`src/rtl/pf_pkg.sv`:
```
`timescale 1ns / 1ps

package pf_pkg;

    // letter code, one square cell
    typedef logic [4:0] pf_code_t;
    typedef pf_code_t [24:0] pf_square_t;

    // configuration register indexes
    localparam logic [1:0] REG_MODE        = 2'd0;
    localparam logic [1:0] REG_CELLS_LOW   = 2'd1;
    localparam logic [1:0] REG_CELLS_MID   = 2'd2;
    localparam logic [1:0] REG_CELLS_HIGH  = 2'd3;

    localparam int CFG_DATA_W = 50;

    // reset square: A B C D E / F G H I K / L M N O P / Q R S T U / V W X Y Z
    localparam logic [49:0] CELLS_LOW_RST  = 50'd360886946596896;
    localparam logic [49:0] CELLS_MID_RST  = 50'd725215444678027;
    localparam logic [24:0] CELLS_HIGH_RST = 25'd27025109;

    localparam logic [7:0] CHAR_A     = 8'h41;
    localparam logic [7:0] CHAR_I     = 8'h49;
    localparam logic [7:0] CHAR_J     = 8'h4a;
    localparam logic [7:0] CHAR_X     = 8'h58;
    localparam logic [7:0] CHAR_Z     = 8'h5a;
    localparam logic [7:0] CHAR_LOW_A = 8'h61;
    localparam logic [7:0] CHAR_LOW_Z = 8'h7a;
    localparam logic [7:0] CASE_GAP   = 8'h20;

    typedef struct packed {
        logic       decrypt;
        pf_square_t square;
    } pf_cfg_t;

    // one raw pair waiting for the cipher lane
    typedef struct packed {
        logic [7:0] sym_a;
        logic [7:0] sym_b;
        logic       decrypt;
        logic       odd_tail;
        logic       last;
    } pf_pair_t;

    // handshake from prep buffer to cipher lane
    typedef struct packed {
        logic     valid;
        pf_pair_t pair;
    } pf_pair_beat_t;

    typedef struct packed {
        logic       found;
        logic [2:0] row;
        logic [2:0] col;
    } pf_pos_t;

    // position of the first cell holding the symbol, row-major
    function automatic pf_pos_t pf_locate(input pf_square_t sq, input logic [7:0] sym);
        pf_pos_t  pos;
        pf_code_t code;
        pos  = '0;
        code = pf_code_t'(sym - CHAR_A);
        if (sym >= CHAR_A && sym <= CHAR_Z) begin
            for (int k = 24; k >= 0; k--) begin
                if (sq[k] == code) begin
                    pos.found = 1'b1;
                    pos.row   = 3'(k / 5);
                    pos.col   = 3'(k % 5);
                end
            end
        end
        return pos;
    endfunction

    // move one place along a row or column, wrapping at five
    function automatic logic [2:0] pf_shift(input logic [2:0] v, input logic decrypt);
        logic [2:0] r;
        if (decrypt)
            r = (v == 3'd0) ? 3'd4 : v - 3'd1;
        else
            r = (v == 3'd4) ? 3'd0 : v + 3'd1;
        return r;
    endfunction

    function automatic logic [7:0] pf_cell_byte(input pf_square_t sq, input logic [2:0] row,
                                                input logic [2:0] col);
        logic [4:0] idx;
        idx = {2'b00, row} * 5'd5 + {2'b00, col};
        return CHAR_A + {3'b000, sq[idx]};
    endfunction

endpackage

```
`src/rtl/pf_if.sv`:
```
`timescale 1ns / 1ps

// message byte channel
interface pf_in_if;
    logic       valid;
    logic       ready;
    logic [7:0] char_code;
    logic       end_of_message;

    modport source (output valid, output char_code, output end_of_message, input ready);
    modport sink   (input valid, input char_code, input end_of_message, output ready);
endinterface

// cipher pair channel
interface pf_out_if;
    logic       valid;
    logic       ready;
    logic [7:0] first_letter;
    logic [7:0] second_letter;
    logic       last_pair;
    logic       bad_symbol;

    modport source (output valid, output first_letter, output second_letter,
                    output last_pair, output bad_symbol, input ready);
    modport sink   (input valid, input first_letter, input second_letter,
                    input last_pair, input bad_symbol, output ready);
endinterface

// configuration write channel
interface pf_cfg_if;
    logic        valid;
    logic        ready;
    logic [1:0]  reg_index;
    logic [49:0] write_data;

    modport source (output valid, output reg_index, output write_data, input ready);
    modport sink   (input valid, input reg_index, input write_data, output ready);
endinterface

```
`src/rtl/pf_cfg_regs.sv`:
```
`timescale 1ns / 1ps

module pf_cfg_regs (
    input  logic            clk,
    input  logic            rst_n,
    pf_cfg_if.sink          cfg,
    output pf_pkg::pf_cfg_t cfg_state
);
    import pf_pkg::*;

    logic        mode_reg;
    logic [49:0] low_reg;
    logic [49:0] mid_reg;
    logic [24:0] high_reg;

    assign cfg.ready = 1'b1;

    // register writes
    always_ff @(posedge clk or negedge rst_n)
    begin
        if (!rst_n)
        begin
            mode_reg <= 1'b0;
            low_reg  <= CELLS_LOW_RST;
            mid_reg  <= CELLS_MID_RST;
            high_reg <= CELLS_HIGH_RST;
        end
        else if (cfg.valid)
        begin
            unique case (cfg.reg_index)
                REG_MODE:       mode_reg <= cfg.write_data[0];
                REG_CELLS_LOW:  low_reg  <= cfg.write_data;
                REG_CELLS_MID:  mid_reg  <= cfg.write_data;
                REG_CELLS_HIGH: high_reg <= cfg.write_data[24:0];
            endcase
        end
    end

    assign cfg_state.decrypt = mode_reg;
    assign cfg_state.square  = pf_square_t'({high_reg, mid_reg, low_reg});

endmodule

```
`src/rtl/pf_prep.sv`:
```
`timescale 1ns / 1ps

module pf_prep (
    input  logic                  clk,
    input  logic                  rst_n,
    pf_in_if.sink                 msg_in,
    input  logic                  decrypt,
    output pf_pkg::pf_pair_beat_t pair_beat,
    input  logic                  pair_pop
);
    import pf_pkg::*;

    logic [7:0] held_reg, held_next;
    logic       held_valid_reg, held_valid_next;
    logic [7:0] prev_reg, prev_next;
    logic       prev_valid_reg, prev_valid_next;

    pf_pair_t   slot_reg [2];
    logic [1:0] cnt_reg;

    pf_pair_t   gen [2];
    logic [1:0] gen_cnt;
    logic [7:0] sym [2];
    logic [1:0] sym_cnt;
    logic [7:0] up;
    logic       is_letter;
    logic       accept;
    logic       pop;

    // take a new byte when the buffer is empty or drains to empty this cycle
    assign pop          = pair_pop && (cnt_reg != 2'd0);
    assign msg_in.ready = (cnt_reg == 2'd0) || (cnt_reg == 2'd1 && pop);
    assign accept       = msg_in.valid && msg_in.ready;

    // text preparation and pairing
    always_comb
    begin
        up        = msg_in.char_code;
        is_letter = 1'b0;
        sym[0]    = '0;
        sym[1]    = '0;
        sym_cnt   = 2'd0;
        gen[0]    = '0;
        gen[1]    = '0;
        gen_cnt   = 2'd0;
        held_next       = held_reg;
        held_valid_next = held_valid_reg;
        prev_next       = prev_reg;
        prev_valid_next = prev_valid_reg;

        if (msg_in.char_code >= CHAR_LOW_A && msg_in.char_code <= CHAR_LOW_Z)
            up = msg_in.char_code - CASE_GAP;
        is_letter = (up >= CHAR_A && up <= CHAR_Z);
        if (up == CHAR_J)
            up = CHAR_I;

        if (decrypt)
        begin
            sym[0]  = msg_in.char_code;
            sym_cnt = 2'd1;
        end
        else if (is_letter)
        begin
            if (prev_valid_reg && prev_reg == up)
            begin
                sym[0]  = CHAR_X;
                sym[1]  = up;
                sym_cnt = 2'd2;
            end
            else
            begin
                sym[0]  = up;
                sym_cnt = 2'd1;
            end
            prev_next       = up;
            prev_valid_next = 1'b1;
        end

        for (int i = 0; i < 2; i++)
        begin
            if (2'(i) < sym_cnt)
            begin
                if (held_valid_next)
                begin
                    gen[gen_cnt[0]].sym_a   = held_next;
                    gen[gen_cnt[0]].sym_b   = sym[i];
                    gen[gen_cnt[0]].decrypt = decrypt;
                    gen_cnt         = gen_cnt + 2'd1;
                    held_valid_next = 1'b0;
                end
                else
                begin
                    held_next       = sym[i];
                    held_valid_next = 1'b1;
                end
            end
        end

        // message end flushes the held symbol
        if (msg_in.end_of_message)
        begin
            if (held_valid_next)
            begin
                gen[gen_cnt[0]].sym_a    = held_next;
                gen[gen_cnt[0]].sym_b    = decrypt ? 8'h00 : CHAR_X;
                gen[gen_cnt[0]].decrypt  = decrypt;
                gen[gen_cnt[0]].odd_tail = decrypt;
                gen_cnt         = gen_cnt + 2'd1;
                held_valid_next = 1'b0;
            end
            prev_valid_next = 1'b0;
            if (gen_cnt != 2'd0)
                gen[gen_cnt[0] - 1'b1].last = 1'b1;
        end
    end

    // symbol state
    always_ff @(posedge clk or negedge rst_n)
    begin
        if (!rst_n)
        begin
            held_reg       <= '0;
            held_valid_reg <= 1'b0;
            prev_reg       <= '0;
            prev_valid_reg <= 1'b0;
        end
        else if (accept)
        begin
            held_reg       <= held_next;
            held_valid_reg <= held_valid_next;
            prev_reg       <= prev_next;
            prev_valid_reg <= prev_valid_next;
        end
    end

    // two-slot pair buffer
    always_ff @(posedge clk or negedge rst_n)
    begin
        if (!rst_n)
            cnt_reg <= 2'd0;
        else if (accept)
            cnt_reg <= gen_cnt;
        else if (pop)
            cnt_reg <= cnt_reg - 2'd1;
    end

    always_ff @(posedge clk)
    begin
        if (accept)
        begin
            slot_reg[0] <= gen[0];
            slot_reg[1] <= gen[1];
        end
        else if (pop)
            slot_reg[0] <= slot_reg[1];
    end

    assign pair_beat.valid = (cnt_reg != 2'd0);
    assign pair_beat.pair  = slot_reg[0];

endmodule

```
`src/rtl/pf_cipher.sv`:
```
`timescale 1ns / 1ps

module pf_cipher (
    input  logic                  clk,
    input  logic                  rst_n,
    input  pf_pkg::pf_pair_beat_t pair_beat,
    output logic                  pair_pop,
    input  pf_pkg::pf_square_t    square,
    pf_out_if.source              pair_out
);
    import pf_pkg::*;

    pf_pair_t   pair_reg;
    logic       pair_valid_reg;

    logic [7:0] first_reg, first_next;
    logic [7:0] second_reg, second_next;
    logic       last_reg;
    logic       bad_reg, bad_next;
    logic       out_valid_reg;

    pf_pos_t    pos_a;
    pf_pos_t    pos_b;
    logic       out_load;
    logic       stage_ready;

    assign out_load    = !out_valid_reg || pair_out.ready;
    assign stage_ready = !pair_valid_reg || out_load;
    assign pair_pop    = stage_ready;

    // input register
    always_ff @(posedge clk or negedge rst_n)
    begin
        if (!rst_n)
            pair_valid_reg <= 1'b0;
        else if (stage_ready)
            pair_valid_reg <= pair_beat.valid;
    end

    always_ff @(posedge clk)
    begin
        if (stage_ready && pair_beat.valid)
            pair_reg <= pair_beat.pair;
    end

    // row, column and rectangle rules
    always_comb
    begin
        pos_a       = pf_locate(square, pair_reg.sym_a);
        pos_b       = pf_locate(square, pair_reg.sym_b);
        first_next  = pair_reg.sym_a;
        second_next = pair_reg.sym_b;
        bad_next    = 1'b1;
        if (pair_reg.odd_tail)
        begin
            second_next = 8'h00;
        end
        else if (pos_a.found && pos_b.found)
        begin
            bad_next = 1'b0;
            if (pos_a.row == pos_b.row)
            begin
                first_next  = pf_cell_byte(square, pos_a.row,
                                           pf_shift(pos_a.col, pair_reg.decrypt));
                second_next = pf_cell_byte(square, pos_b.row,
                                           pf_shift(pos_b.col, pair_reg.decrypt));
            end
            else if (pos_a.col == pos_b.col)
            begin
                first_next  = pf_cell_byte(square, pf_shift(pos_a.row, pair_reg.decrypt),
                                           pos_a.col);
                second_next = pf_cell_byte(square, pf_shift(pos_b.row, pair_reg.decrypt),
                                           pos_b.col);
            end
            else
            begin
                first_next  = pf_cell_byte(square, pos_a.row, pos_b.col);
                second_next = pf_cell_byte(square, pos_b.row, pos_a.col);
            end
        end
    end

    // result register
    always_ff @(posedge clk or negedge rst_n)
    begin
        if (!rst_n)
            out_valid_reg <= 1'b0;
        else if (out_load)
            out_valid_reg <= pair_valid_reg;
    end

    always_ff @(posedge clk)
    begin
        if (out_load && pair_valid_reg)
        begin
            first_reg  <= first_next;
            second_reg <= second_next;
            last_reg   <= pair_reg.last;
            bad_reg    <= bad_next;
        end
    end

    assign pair_out.valid         = out_valid_reg;
    assign pair_out.first_letter  = first_reg;
    assign pair_out.second_letter = second_reg;
    assign pair_out.last_pair     = last_reg;
    assign pair_out.bad_symbol    = bad_reg;

endmodule

```
`src/rtl/playfair_digram_cipher.sv`:
```
`timescale 1ns / 1ps
// path: the first pair of a byte goes through the pair buffer, the input register and
//   the result register to pair_out; a second pair from the same byte follows behind it
// throughput: one byte per cycle while pair_out is not stalled; a byte with two pairs
//   drops msg_in.ready until one is taken; a two-slot pair buffer feeds one cipher lane
// reset: clears held and previous letters and all valid flags, loads encrypt mode
//   and the alphabetic square; no clearing pass

module playfair_digram_cipher (
    input  logic     clk,
    input  logic     rst_n,
    pf_in_if.sink    msg_in,
    pf_out_if.source pair_out,
    pf_cfg_if.sink   cfg
);
    import pf_pkg::*;

    pf_cfg_t       cfg_state;
    pf_pair_beat_t pair_beat;
    logic          pair_pop;

    pf_cfg_regs u_cfg_regs (
        .clk       (clk),
        .rst_n     (rst_n),
        .cfg       (cfg),
        .cfg_state (cfg_state)
    );

    pf_prep u_prep (
        .clk       (clk),
        .rst_n     (rst_n),
        .msg_in    (msg_in),
        .decrypt   (cfg_state.decrypt),
        .pair_beat (pair_beat),
        .pair_pop  (pair_pop)
    );

    pf_cipher u_cipher (
        .clk       (clk),
        .rst_n     (rst_n),
        .pair_beat (pair_beat),
        .pair_pop  (pair_pop),
        .square    (cfg_state.square),
        .pair_out  (pair_out)
    );

endmodule

```
`src/flat_wrapper.sv`:
```
// flat-port wrapper written by rule: the top's interface ports become plain ports
module playfair_digram_cipher_flat import pf_pkg::*;
  (clk, rst_n, msg_in_valid, msg_in_char_code, msg_in_end_of_message, msg_in_ready, pair_out_valid, pair_out_first_letter, pair_out_second_letter, pair_out_last_pair, pair_out_bad_symbol, pair_out_ready, cfg_valid, cfg_reg_index, cfg_write_data, cfg_ready);
  pf_in_if msg_in_i ();
  pf_out_if pair_out_i ();
  pf_cfg_if cfg_i ();
  input  logic clk;
  input  logic rst_n;
  input wire logic [$bits(msg_in_i.valid)-1:0] msg_in_valid;
  input wire logic [$bits(msg_in_i.char_code)-1:0] msg_in_char_code;
  input wire logic [$bits(msg_in_i.end_of_message)-1:0] msg_in_end_of_message;
  output wire logic [$bits(msg_in_i.ready)-1:0] msg_in_ready;
  output wire logic [$bits(pair_out_i.valid)-1:0] pair_out_valid;
  output wire logic [$bits(pair_out_i.first_letter)-1:0] pair_out_first_letter;
  output wire logic [$bits(pair_out_i.second_letter)-1:0] pair_out_second_letter;
  output wire logic [$bits(pair_out_i.last_pair)-1:0] pair_out_last_pair;
  output wire logic [$bits(pair_out_i.bad_symbol)-1:0] pair_out_bad_symbol;
  input wire logic [$bits(pair_out_i.ready)-1:0] pair_out_ready;
  input wire logic [$bits(cfg_i.valid)-1:0] cfg_valid;
  input wire logic [$bits(cfg_i.reg_index)-1:0] cfg_reg_index;
  input wire logic [$bits(cfg_i.write_data)-1:0] cfg_write_data;
  output wire logic [$bits(cfg_i.ready)-1:0] cfg_ready;
  assign msg_in_i.valid = msg_in_valid;
  assign msg_in_i.char_code = msg_in_char_code;
  assign msg_in_i.end_of_message = msg_in_end_of_message;
  assign msg_in_ready = msg_in_i.ready;
  assign pair_out_valid = pair_out_i.valid;
  assign pair_out_first_letter = pair_out_i.first_letter;
  assign pair_out_second_letter = pair_out_i.second_letter;
  assign pair_out_last_pair = pair_out_i.last_pair;
  assign pair_out_bad_symbol = pair_out_i.bad_symbol;
  assign pair_out_i.ready = pair_out_ready;
  assign cfg_i.valid = cfg_valid;
  assign cfg_i.reg_index = cfg_reg_index;
  assign cfg_i.write_data = cfg_write_data;
  assign cfg_ready = cfg_i.ready;
  playfair_digram_cipher u_core (.clk(clk), .rst_n(rst_n), .msg_in(msg_in_i), .pair_out(pair_out_i), .cfg(cfg_i));
endmodule
```
`config.mk`:
```
export PLATFORM = sky130hd
export DESIGN_NAME = playfair_digram_cipher_flat
export DESIGN_NICKNAME = d
export VERILOG_FILES = /design/src/rtl/pf_pkg.sv /design/src/rtl/pf_if.sv /design/src/rtl/pf_cfg_regs.sv /design/src/rtl/pf_prep.sv /design/src/rtl/pf_cipher.sv /design/src/rtl/playfair_digram_cipher.sv /design/src/flat_wrapper.sv
export SDC_FILE = /design/constraint.sdc
export NUM_CORES = 1
export LEC_CHECK = 0
export BUFFER_PORTS_ARGS = -buffer_cell sky130_fd_sc_hd__buf_2
export CAP_MARGIN = 15
export CELL_PAD_IN_SITES_DETAIL_PLACEMENT = 1
export CELL_PAD_IN_SITES_GLOBAL_PLACEMENT = 2
export CORE_ASPECT_RATIO = 0.75
export CORE_UTILIZATION = 35
export CTS_CLUSTER_DIAMETER = 150
export DETAILED_ROUTE_END_ITERATION = 7
export HOLD_SLACK_MARGIN = 0.06
export PLACE_DENSITY = 0.75
export SYNTH_ARGS = -nofsm -noshare
export SYNTH_HDL_FRONTEND = slang
export SYNTH_SLANG_ARGS = --single-unit
```
`constraint.sdc`:
```
create_clock -name clk -period 10.26 [get_ports clk]
set_clock_uncertainty 0.1 [all_clocks]
set_input_delay 0 -clock clk [delete_from_list [all_inputs] [get_ports clk]]
set_output_delay 0 -clock clk [all_outputs]
set_load 0.01 [all_outputs]
```
==> results of run 1 <==
cell usage after synthesis (15+ instances only):
| master | count | area, µm² |
|---|---|---|
| xnor2_1 | 159 | 1390 |
| buf_1 | 71 | 267 |
| clkbuf_1 | 152 | 571 |
| mux4_2 | 195 | 4390 |
| xor2_1 | 66 | 578 |
| ha_1 | 58 | 726 |
| buf_2 | 32 | 160 |
| nor2b_1 | 38 | 238 |
| edfxtp_1 | 75 | 2250 |
| and4b_1 | 18 | 180 |
| inv_1 | 49 | 184 |
| a31oi_1 | 18 | 113 |
| dfrtp_1 | 93 | 2330 |
| a21oi_1 | 64 | 320 |
| nand4_1 | 18 | 113 |
| nor3_1 | 49 | 245 |
| a211oi_1 | 21 | 158 |
| a221oi_1 | 17 | 149 |
| nand2b_1 | 15 | 93.8 |
| nand3_1 | 52 | 260 |
| a311o_1 | 20 | 200 |
| dfstp_2 | 55 | 1450 |
| xnor3_1 | 44 | 991 |
| o21ai_0 | 83 | 415 |
| buf_4 | 16 | 120 |
| mux2i_1 | 59 | 591 |
| nor2_1 | 103 | 387 |
| a21o_1 | 15 | 113 |
| nand2_1 | 99 | 372 |
| mux2_2 | 149 | 1680 |
logic make-up after synthesis:
| family | Yosys count | synth area share (%) |
|---|---|---|
| AO/OA/AOI/OAI | 368 | 11.2 |
| AND/OR/NAND/NOR | 491 | 11.5 |
| flip-flops | 223 | 25.8 |
| other | 2 | 0.0322 |
| adder cells (fa/ha/maj) | 64 | 3.63 |
| buffers and inverters | 325 | 5.76 |
| multiplexers | 404 | 28.6 |
| XOR/XNOR | 277 | 13.4 |
repair_timing:
action,4_1_cts,5_1_grt
resized for setup,0,4
endpoints found under the hold margin,245,0
hold buffers,68,0
setup endpoints to repair,0,5
worst min-delay path by stage:
stage | end | slack [ns] | depth (start not counted)
4_1_cts | u_core.u_cfg_regs.mid_reg[38] | 0.10 | 3
3_3_place_gp | u_core.u_prep.cnt_reg[1] | -0.02 | 1
3_5_place_dp | u_core.u_prep.cnt_reg[1] | -0.005 | 1
5_1_grt | u_core.u_cfg_regs.mid_reg[39] | 0.12 | 3
2_1_floorplan | u_core.u_cfg_regs.high_reg[13] | -0.40 | 0
6_report | u_core.u_cfg_regs.mid_reg[38] | 0.11 | 3
critical path: cells and delay by family, from the launching register on:
family | cells | cell delay [ns]
AOI/OAI and AO/OA | 8 | 2.67
adders and majority gates | 6 | 2.35
and+or+nand+nor | 7 | 1.91
buffers and inverters | 6 | 0.81
muxes | 2 | 0.70
DFF | 1 | 0.61
routing by layer:
metal	GRT usage, %	part of all wire [%]	vias up
met4	14.3	5.3	10
met3	13.9	14	392
met1	44.1	40	10700
met2	46.3	41	1511
li1	-	-	8157
met5	1.01	0.25	-
metrics by stage:
step	worst slack, ns	util, %	instance area (µm²)	hold slack [ns]
final	0.803	40.0	26200	0.111
after global routing	0.176	40.0	26200	0.119
after CTS	0.483	40.0	26200	0.104
after detailed placement	0.532	37.6	24600	-0.00536
after global placement	0.942	37.6	24600	-0.0227
after floorplan	1.89	-	23300	-0.396
final cells by class:
| class | count | area [µm²] |
|---|---|---|
| fill | 7165 | 39300 |
| inverter | 51 | 191 |
| tap | 871 | 1090 |
| clock inverter | 11 | 124 |
| sequential | 223 | 6020 |
| antenna | 4 | 10.0 |
| multi-input combinational | 1608 | 16100 |
| clock buffer | 37 | 722 |
| timing repair buffer | 263 | 1960 |
==> summary.txt, run 1 <==
Status
  • Run status: finished clean

Setup path
  • Worst Setup Path Type: register to register
  • Setup crit end: u_core.u_cipher.pair_out.second_letter[4]
  • WP data arrival: between 9 and 10 ns
  • Worst setup SP type: register
  • Slowest CP cell: fa_1
  • Worst R2R Start: u_core.u_cipher.pair_reg[4]
  • Crit path from: u_core.u_cipher.pair_reg[4]
  • Crit Path Max Fanout: 23
  • WP data required: around 10 ns
  • R2r worst-path depth: 29
  • R2r setup slk: 0.80 ns
  • FF-to-FF End: u_core.u_cipher.pair_out.second_letter[4]
  • Largest stage delay, worst path: a little over 1 ns
  • Endpoint class of the critical path: register

Layout
  • Finished Layout Cells: slightly above 3k
  • Most frequent cells in the layout: mux4_2, xnor2_1, mux2_2, buf_4, nor2_1
  • Area delta synth->final: 12.5%
  • Most common cell after layout, fill and taps aside: mux4_2
  • Nets: ~2.3k
  • Layout cells sized above 1: 31.6%

CTS
  • CTS tree: yes
  • Setup bufs post-CTS: 0
  • CTS root buf: clkbuf_16
  • Num CTS Buffers: 26
  • Skew-Pair Late Insertion Delay: roughly 0.57 ns
  • Clock slew at the register clock pins of the worst setup and hold paths: 0.06 ns
  • CTS sink cnt: 223
  • Max Root-Sink Buffers: 3
  • H-tree lvl count: 1

Routing
  • Remaining DRCs: 0
  • Post-DRT Antenna Nets: 0
  • Final Routed Wirelength: roughly 110000 µm
  • Vias per inst: 6.76
  • 1st-pass router iterations: 8
  • DR vias: 20.7k
  • Routed WL per cell: ~37 µm
  • Iter 0 DRT Violations: 2656

Global route
  • GRT Total Usage: between 30 and 40%
  • GRT overflow: 0
  • Largest net degree at the start of global routing: between 70 and 80
  • Initial antenna violation count: 13
  • First-pass GRT wire length: 159000 µm
  • Vias in the first global route: 20.9k

Timing
  • RSZ-0062 raised after global routing: no
  • Setup TNS: 0 ns
  • Fin crit period: 9.46 ns
  • Final hold vios: 0
  • Slew Limit Fails: 0
  • Part of the cycle the worst path needs: 92.2%
  • Final setup viols: 0
  • Worst Tran Pin Value: 1.24 ns
  • Fmax: 106 MHz
  • Slew margin rel.: 16.0%

Die
  • Die width: 300 µm
  • Chip Height: 225 µm
  • Core area: between 60000 and 70000 µm²
  • Number of cell rows: 81
  • # IOs: a little under 90
  • Full die area: about 68000 µm²
  • Initial core utilization: 35.6%

Yosys
  • Post-Synthesis Cell Area: between 20000 and 25000 µm²
  • Synth Area per Inst: roughly 11 µm²
  • Number of synthesized flops with an enable pin: between 70 and 80
  • #FFs+latches synth: 223
  • Count of cell types in the netlist: about 100
  • Asr flop ratio synth: 66.4%
  • Ys flop type: dfrtp_1
  • YS warnings: 0
  • Cell count after synthesis: 2154
  • Register area share after synthesis: 25.8%

Place
  • Detail Placement HPWL: 81100 µm
  • GP Congestion: 1.10
  • PortBufs: 85
  • Placed cell count: roughly 2.9k

Min path
  • Class of the worst hold path: primary input to register
  • Worst Min Path Start: cfg_write_data[38]

Run
  • # Max-Cap Violations: 0
Power of run 1 is left out: the tool's default activity adds up to more than one toggle a clock period on the data nets, which glitch-free logic cannot reach.
==> run 2, diff against run 1 <==
--- a/config.mk
+++ b/config.mk
@@ -10,11 +10,12 @@
 export CELL_PAD_IN_SITES_DETAIL_PLACEMENT = 1
 export CELL_PAD_IN_SITES_GLOBAL_PLACEMENT = 2
 export CORE_ASPECT_RATIO = 0.75
-export CORE_UTILIZATION = 35
+export CORE_UTILIZATION = 43
 export CTS_CLUSTER_DIAMETER = 150
 export DETAILED_ROUTE_END_ITERATION = 7
 export HOLD_SLACK_MARGIN = 0.06
-export PLACE_DENSITY = 0.75
+export PLACE_DENSITY = 0.88
+export REMOVE_ABC_BUFFERS = 1
 export SYNTH_ARGS = -nofsm -noshare
 export SYNTH_HDL_FRONTEND = slang
 export SYNTH_SLANG_ARGS = --single-unit
==> summary.txt, run 2 (synthesized netlist as in run 1, its figures left out) <==
Timing
  • Final setup viols: 0
  • Fmax: 104 MHz
  • Slew Limit Fails: 0
  • Final hold vios: 0
  • Worst Tran Pin Value: 1.20 ns
  • Fin crit period: 9.62 ns
  • Slew margin rel.: between 10% and 20%
  • Part of the cycle the worst path needs: a little over nine tenths
  • RSZ-0062 raised after global routing: no
  • Setup TNS: 0 ns

Layout
  • Most common cell after layout, fill and taps aside: mux4_2
  • Layout cells sized above 1: 31.2%
  • Multi-input logic area: roughly 16000 µm²
  • Nets: 2290
  • Area delta synth->final: 11.3%
  • Most frequent cells in the layout: mux4_2, xnor2_1, mux2_2, nor2_1, nand2_1
  • Fillers: between 5k and 6k
  • Reg area: 6020 µm²
  • Final instance area: 25900 µm²
  • Ant diodes: 0
  • Finished Layout Cells: 2892

Setup path
  • Slowest CP cell: fa_1
  • WP data arrival: between 9 and 10 ns
  • R2r setup slk: approximately 0.64 ns
  • Worst Setup Path Type: register to register
  • Largest stage delay, worst path: 0.96 ns
  • FF-to-FF End: u_core.u_cipher.pair_out.second_letter[4]
  • Worst R2R Start: u_core.u_cipher.pair_reg[4]
  • Worst setup SP type: register
  • Endpoint class of the critical path: register
  • Crit Path Max Fanout: 24
  • R2r worst-path depth: 29
  • WP data required: between 10 and 15 ns

Global route
  • GRT overflow: 0
  • Vias in the first global route: 21.0k
  • Largest net degree at the start of global routing: about 70
  • First-pass GRT wire length: 151000 µm
  • GRT Total Usage: about 38%
  • Initial antenna violation count: 2

Place
  • PortBufs: 85
  • Placed Area: 24300 µm²
  • Detail Placement HPWL: 76000 µm
  • Placed cell count: 2769
  • GP Congestion: 1.10

CTS
  • Num CTS Buffers: 26
  • CTS root buf: clkbuf_16
  • Clock slew at the register clock pins of the worst setup and hold paths: 0.07 ns
  • H-tree lvl count: 1
  • Max Root-Sink Buffers: 3
  • CTS tree: yes
  • Setup bufs post-CTS: 0
  • CTS sink cnt: 223
  • Skew-Pair Late Insertion Delay: 0.62 ns

Routing
  • 1st-pass router iterations: 6
  • DR vias: 20.7k
  • Post-DRT Antenna Nets: 0
  • Vias per inst: approximately 7
  • Remaining DRCs: 0
  • Final Routed Wirelength: about 110000 µm
  • Iter 0 DRT Violations: around 3k
  • Routed WL per cell: 36.5 µm

Die
  • Number of cell rows: 73
  • # IOs: 87
  • Die width: around 270 µm
  • Chip Height: approximately 200 µm
  • Full die area: 55200 µm²
  • Core area: 53200 µm²
  • Initial core utilization: 43.8%

Min path
  • Class of the worst hold path: primary input to asynchronous set/reset pin

Run
  • # Max-Cap Violations: 0

Status
  • Run status: finished clean
## run 2: cell type report
type | count | share of cell area (%)
Clock buffer | 32 | 2.67
Clock inverter | 16 | 0.690
Inverter | 51 | 0.738
Multi-Input combinational cell | 1607 | 62.0
Sequential cell | 223 | 23.2
Tap cell | 712 | 3.43
Timing Repair Buffer | 251 | 7.28
## run 2: repair_timing
action	in CTS	in global routing
endpoints found under the hold margin	252	0
resized for setup	0	4
endpoints found under the setup margin	0	3
hold buffers	73	0
## run 2: stage by stage
step                      util [%]  hold slack (ns)  setup WS, ns
after detailed placement      45.6           0.0447         0.523
after global routing          48.7           0.0983         0.274
after floorplan                  -           -0.396         0.312
final                         48.7           0.0676         0.639
after global placement        45.6           0.0157         0.984
after CTS                     48.7           0.0613         0.457
## run 2: worst max-delay path by stage
stage                                  from                                        end  slack [ns]
6_report        u_core.u_cipher.pair_reg[4]  u_core.u_cipher.pair_out.second_letter[4]        0.64
3_3_place_gp    u_core.u_cipher.pair_reg[4]  u_core.u_cipher.pair_out.second_letter[4]        0.98
3_5_place_dp    u_core.u_cipher.pair_reg[4]  u_core.u_cipher.pair_out.second_letter[4]        0.52
5_1_grt         u_core.u_cipher.pair_reg[4]  u_core.u_cipher.pair_out.second_letter[4]        0.27
2_1_floorplan  u_core.u_cipher.pair_reg[11]   u_core.u_cipher.pair_out.first_letter[4]        0.31
4_1_cts         u_core.u_cipher.pair_reg[4]  u_core.u_cipher.pair_out.second_letter[4]        0.46
## run 2: critical path: cells and delay by family (launching register included)
| family | cells | cell delay (ns) |
|---|---|---|
| buffers and inverters | 6 | 0.91 |
| AOI/OAI and AO/OA | 6 | 2.15 |
| and+or+nand+nor | 9 | 2.80 |
| adders and majority gates | 6 | 2.24 |
| DFF | 1 | 0.56 |
| muxes | 2 | 0.71 |
## run 2: per-layer routing
| layer | global-route usage, % | up-vias | part of all wire, % |
|---|---|---|---|
| li1 | - | 8126 | - |
| met1 | 51.2 | 10600 | 40 |
| met2 | 52.9 | 1600 | 40 |
| met3 | 16.6 | 351 | 15 |
| met4 | 14.7 | 6 | 4.9 |
| met5 | 2.37 | - | 0.19 |
Power of run 2 is left out for the same reason.
==> run 3, diff against run 2 <==
--- a/config.mk
+++ b/config.mk
@@ -5,12 +5,13 @@
 export SDC_FILE = /design/constraint.sdc
 export NUM_CORES = 1
 export LEC_CHECK = 0
+export ABC_AREA = 1
 export BUFFER_PORTS_ARGS = -buffer_cell sky130_fd_sc_hd__buf_2
 export CAP_MARGIN = 15
 export CELL_PAD_IN_SITES_DETAIL_PLACEMENT = 1
 export CELL_PAD_IN_SITES_GLOBAL_PLACEMENT = 2
 export CORE_ASPECT_RATIO = 0.75
-export CORE_UTILIZATION = 43
+export CORE_UTILIZATION = 35
 export CTS_CLUSTER_DIAMETER = 150
 export DETAILED_ROUTE_END_ITERATION = 7
 export HOLD_SLACK_MARGIN = 0.06
==> summary.txt, run 3 <==
Setup path
  • Crit Path Max Fanout: 17
  • Most frequent CP cell: nand2_1
  • R2r setup slk: 0.84 ns
  • Worst Setup Path Type: register to register
  • WP data required: 10.51 ns
  • Endpoint class of the critical path: register
  • Worst setup SP type: register
  • Worst R2R Start: u_core.u_cipher.pair_reg[4]
  • WP data arrival: a little under 10 ns
  • FF-to-FF End: u_core.u_cipher.pair_out.second_letter[4]
  • Slowest CP cell: nor4_1
  • Crit path from: u_core.u_cipher.pair_reg[4]
  • R2r worst-path depth: 40
  • Largest stage delay, worst path: 0.83 ns

Yosys
  • Count of cell types in the netlist: 68
  • Number of synthesized flops with an enable pin: 75
  • YS warnings: 0
  • Synth top area share: between 10% and 20%
  • Synth area leader: o21ai_0
  • Register area share after synthesis: approximately 27%
  • #FFs+latches synth: 223
  • Top cells by count, synth: nand2_1, o21ai_0, a21oi_1
  • Post-Synthesis Cell Area: between 20000 and 25000 µm²
  • Synth Area per Inst: 6.25 µm²
  • Ranking of synthesized cells by area: o21ai_0, nand2_1, dfrtp_1
  • Top-count cell post-synth: nand2_1
  • Cell count after synthesis: 3599
  • Ys flop type: dfrtp_1
  • Asr flop ratio synth: 66.4%

CTS
  • Num CTS Buffers: 25
  • Max Root-Sink Buffers: 3
  • Clock slew at the register clock pins of the worst setup and hold paths: 0.07 ns
  • CTS root buf: clkbuf_16
  • CTS resizes: 0
  • CTS tree: yes
  • Skew-Pair Late Insertion Delay: around 0.6 ns
  • H-tree lvl count: 1
  • CTS sink cnt: 223

Place
  • GP Congestion: 1.12
  • PortBufs: 85
  • Detail Placement HPWL: 96700 µm

Die
  • # IOs: 87
  • Die width: 295 µm
  • Full die area: 65300 µm²
  • Chip Height: 222 µm
  • Number of cell rows: 80
  • Initial core utilization: 35.4%
  • Core area: 63600 µm²

Routing
  • 1st-pass router iterations: 8
  • Routed WL per cell: 29.0 µm
  • Final Routed Wirelength: between 100000 and 150000 µm
  • Post-DRT Antenna Nets: 0
  • Iter 0 DRT Violations: approximately 3.9k
  • Remaining DRCs: 0
  • DR vias: 27.6k
  • Vias per inst: 6.14

Global route
  • Largest net degree at the start of global routing: about 100
  • GRT overflow: 0
  • First-pass GRT wire length: 186000 µm
  • Vias in the first global route: 25.6k
  • Initial antenna violation count: 10
  • GRT Total Usage: 39.0%

Run
  • # Max-Cap Violations: 0

Layout
  • Nets: 3737
  • Fillers: 8324
  • Most frequent cells in the layout: nand2_1, o21ai_0, a21oi_1, inv_1, nor2_1
  • Layout cells sized above 1: 9.62%
  • Area delta synth->final: 11.9%
  • Most common cell after layout, fill and taps aside: nand2_1

Timing
  • Worst Tran Pin Value: about 1.4 ns
  • RSZ-0062 raised after global routing: no
  • Part of the cycle the worst path needs: 91.8%
  • Fin crit period: 9.42 ns
  • Slew margin rel.: 7.83%
  • Final hold vios: 0
  • Slew Limit Fails: 0
  • Final setup viols: 0
  • Fmax: around 110 MHz
  • Setup TNS: 0 ns

Min path
  • Hold path cells: 4
  • Worst Min Path Start: cfg_write_data[35]
  • Class of the worst hold path: primary input to register
  • Hold worst-path end: u_core.u_cfg_regs.low_reg[35]

Status
  • Run status: finished clean
run 3: cell count changes in the layout (fill, tap and decap cells not counted), moves of 132 or more:
cell and delta:
a21oi_1 +347, inv_1 +273, mux2_2 -149, mux4_2 -195, nand2_1 +715, nor2_1 +188
o21ai_0 +565, xnor2_1 -132
run 3: cell type report:
type | count | area, µm² | area share (%)
antenna | 7 | 17.5 | 0.0695
clock buffer | 32 | 702 | 2.79
clock inverter | 14 | 178 | 0.705
inverter | 349 | 1310 | 5.20
multi-input combinational | 2773 | 14100 | 56.0
sequential | 223 | 6020 | 23.9
tap | 861 | 1080 | 4.28
timing repair buffer | 235 | 1780 | 7.06
run 3: through the flow:
| stage | hold slack (ns) | instance area (µm²) | setup WS [ns] | instances | util [%] |
|---|---|---|---|---|---|
| after floorplan | -0.396 | 21400 | 1.45 | 3345 | - |
| after global placement | -0.168 | 23600 | 1.51 | 4369 | 37.1 |
| after detailed placement | -0.166 | 23600 | 1.26 | 4370 | 37.1 |
| after CTS | 0.0616 | 25200 | 1.20 | 4487 | 39.6 |
| after global routing | 0.104 | 25200 | 0.159 | 4489 | 39.6 |
| final | 0.0851 | 25200 | 0.840 | 4494 | 39.6 |
run 3: cell families (layout without fill, tap and decap cells):
group	count (synthesis)	in the layout	synth area share, %
AND/OR/NAND/NOR	1392	1392	25.8
adder cells (fa/ha/maj)	64	64	3.76
AO/OA/AOI/OAI	1206	1206	28.5
flip-flops	223	223	26.8
XOR/XNOR	108	108	4.27
buffers and inverters	604	630	10.8
other	2	10	0.0334
run 3: worst max path at each step:
| stage | endpoint | slack, ns |
|---|---|---|
| 2_1_floorplan | u_core.u_cipher.pair_out.first_letter[2] | 1.45 |
| 3_3_place_gp | u_core.u_cipher.pair_out.second_letter[4] | 1.51 |
| 3_5_place_dp | u_core.u_cipher.pair_out.second_letter[4] | 1.26 |
| 4_1_cts | u_core.u_cipher.pair_out.second_letter[4] | 1.20 |
| 5_1_grt | u_core.u_cipher.pair_out.second_letter[4] | 0.16 |
| 6_report | u_core.u_cipher.pair_out.second_letter[4] | 0.84 |
run 3: routing by layer:
metal	global-route usage (%)	vias up	share of wire (%)
li1	-	12100	-
met1	57.1	13400	44
met2	51.0	1839	38
met3	15.4	282	15
met4	12.1	2	3.8
met5	0	-	0.010
run 3: worst max-delay path: cells and delay by family (launching register included):
kind	cells	cell delay, ns
buffers and inverters	10	1.83
AND/OR/NAND/NOR	21	4.31
AO/OA/AOI/OAI	3	0.64
flip-flops	1	0.42
adder cells (fa/ha/maj)	6	1.87
run 3: what timing repair did:
item | in CTS | in global routing
setup buffers | 0 | 0
hold endpoints to repair | 292 | 0
hold buffers | 71 | 0
Power of run 3 is left out for the same reason.
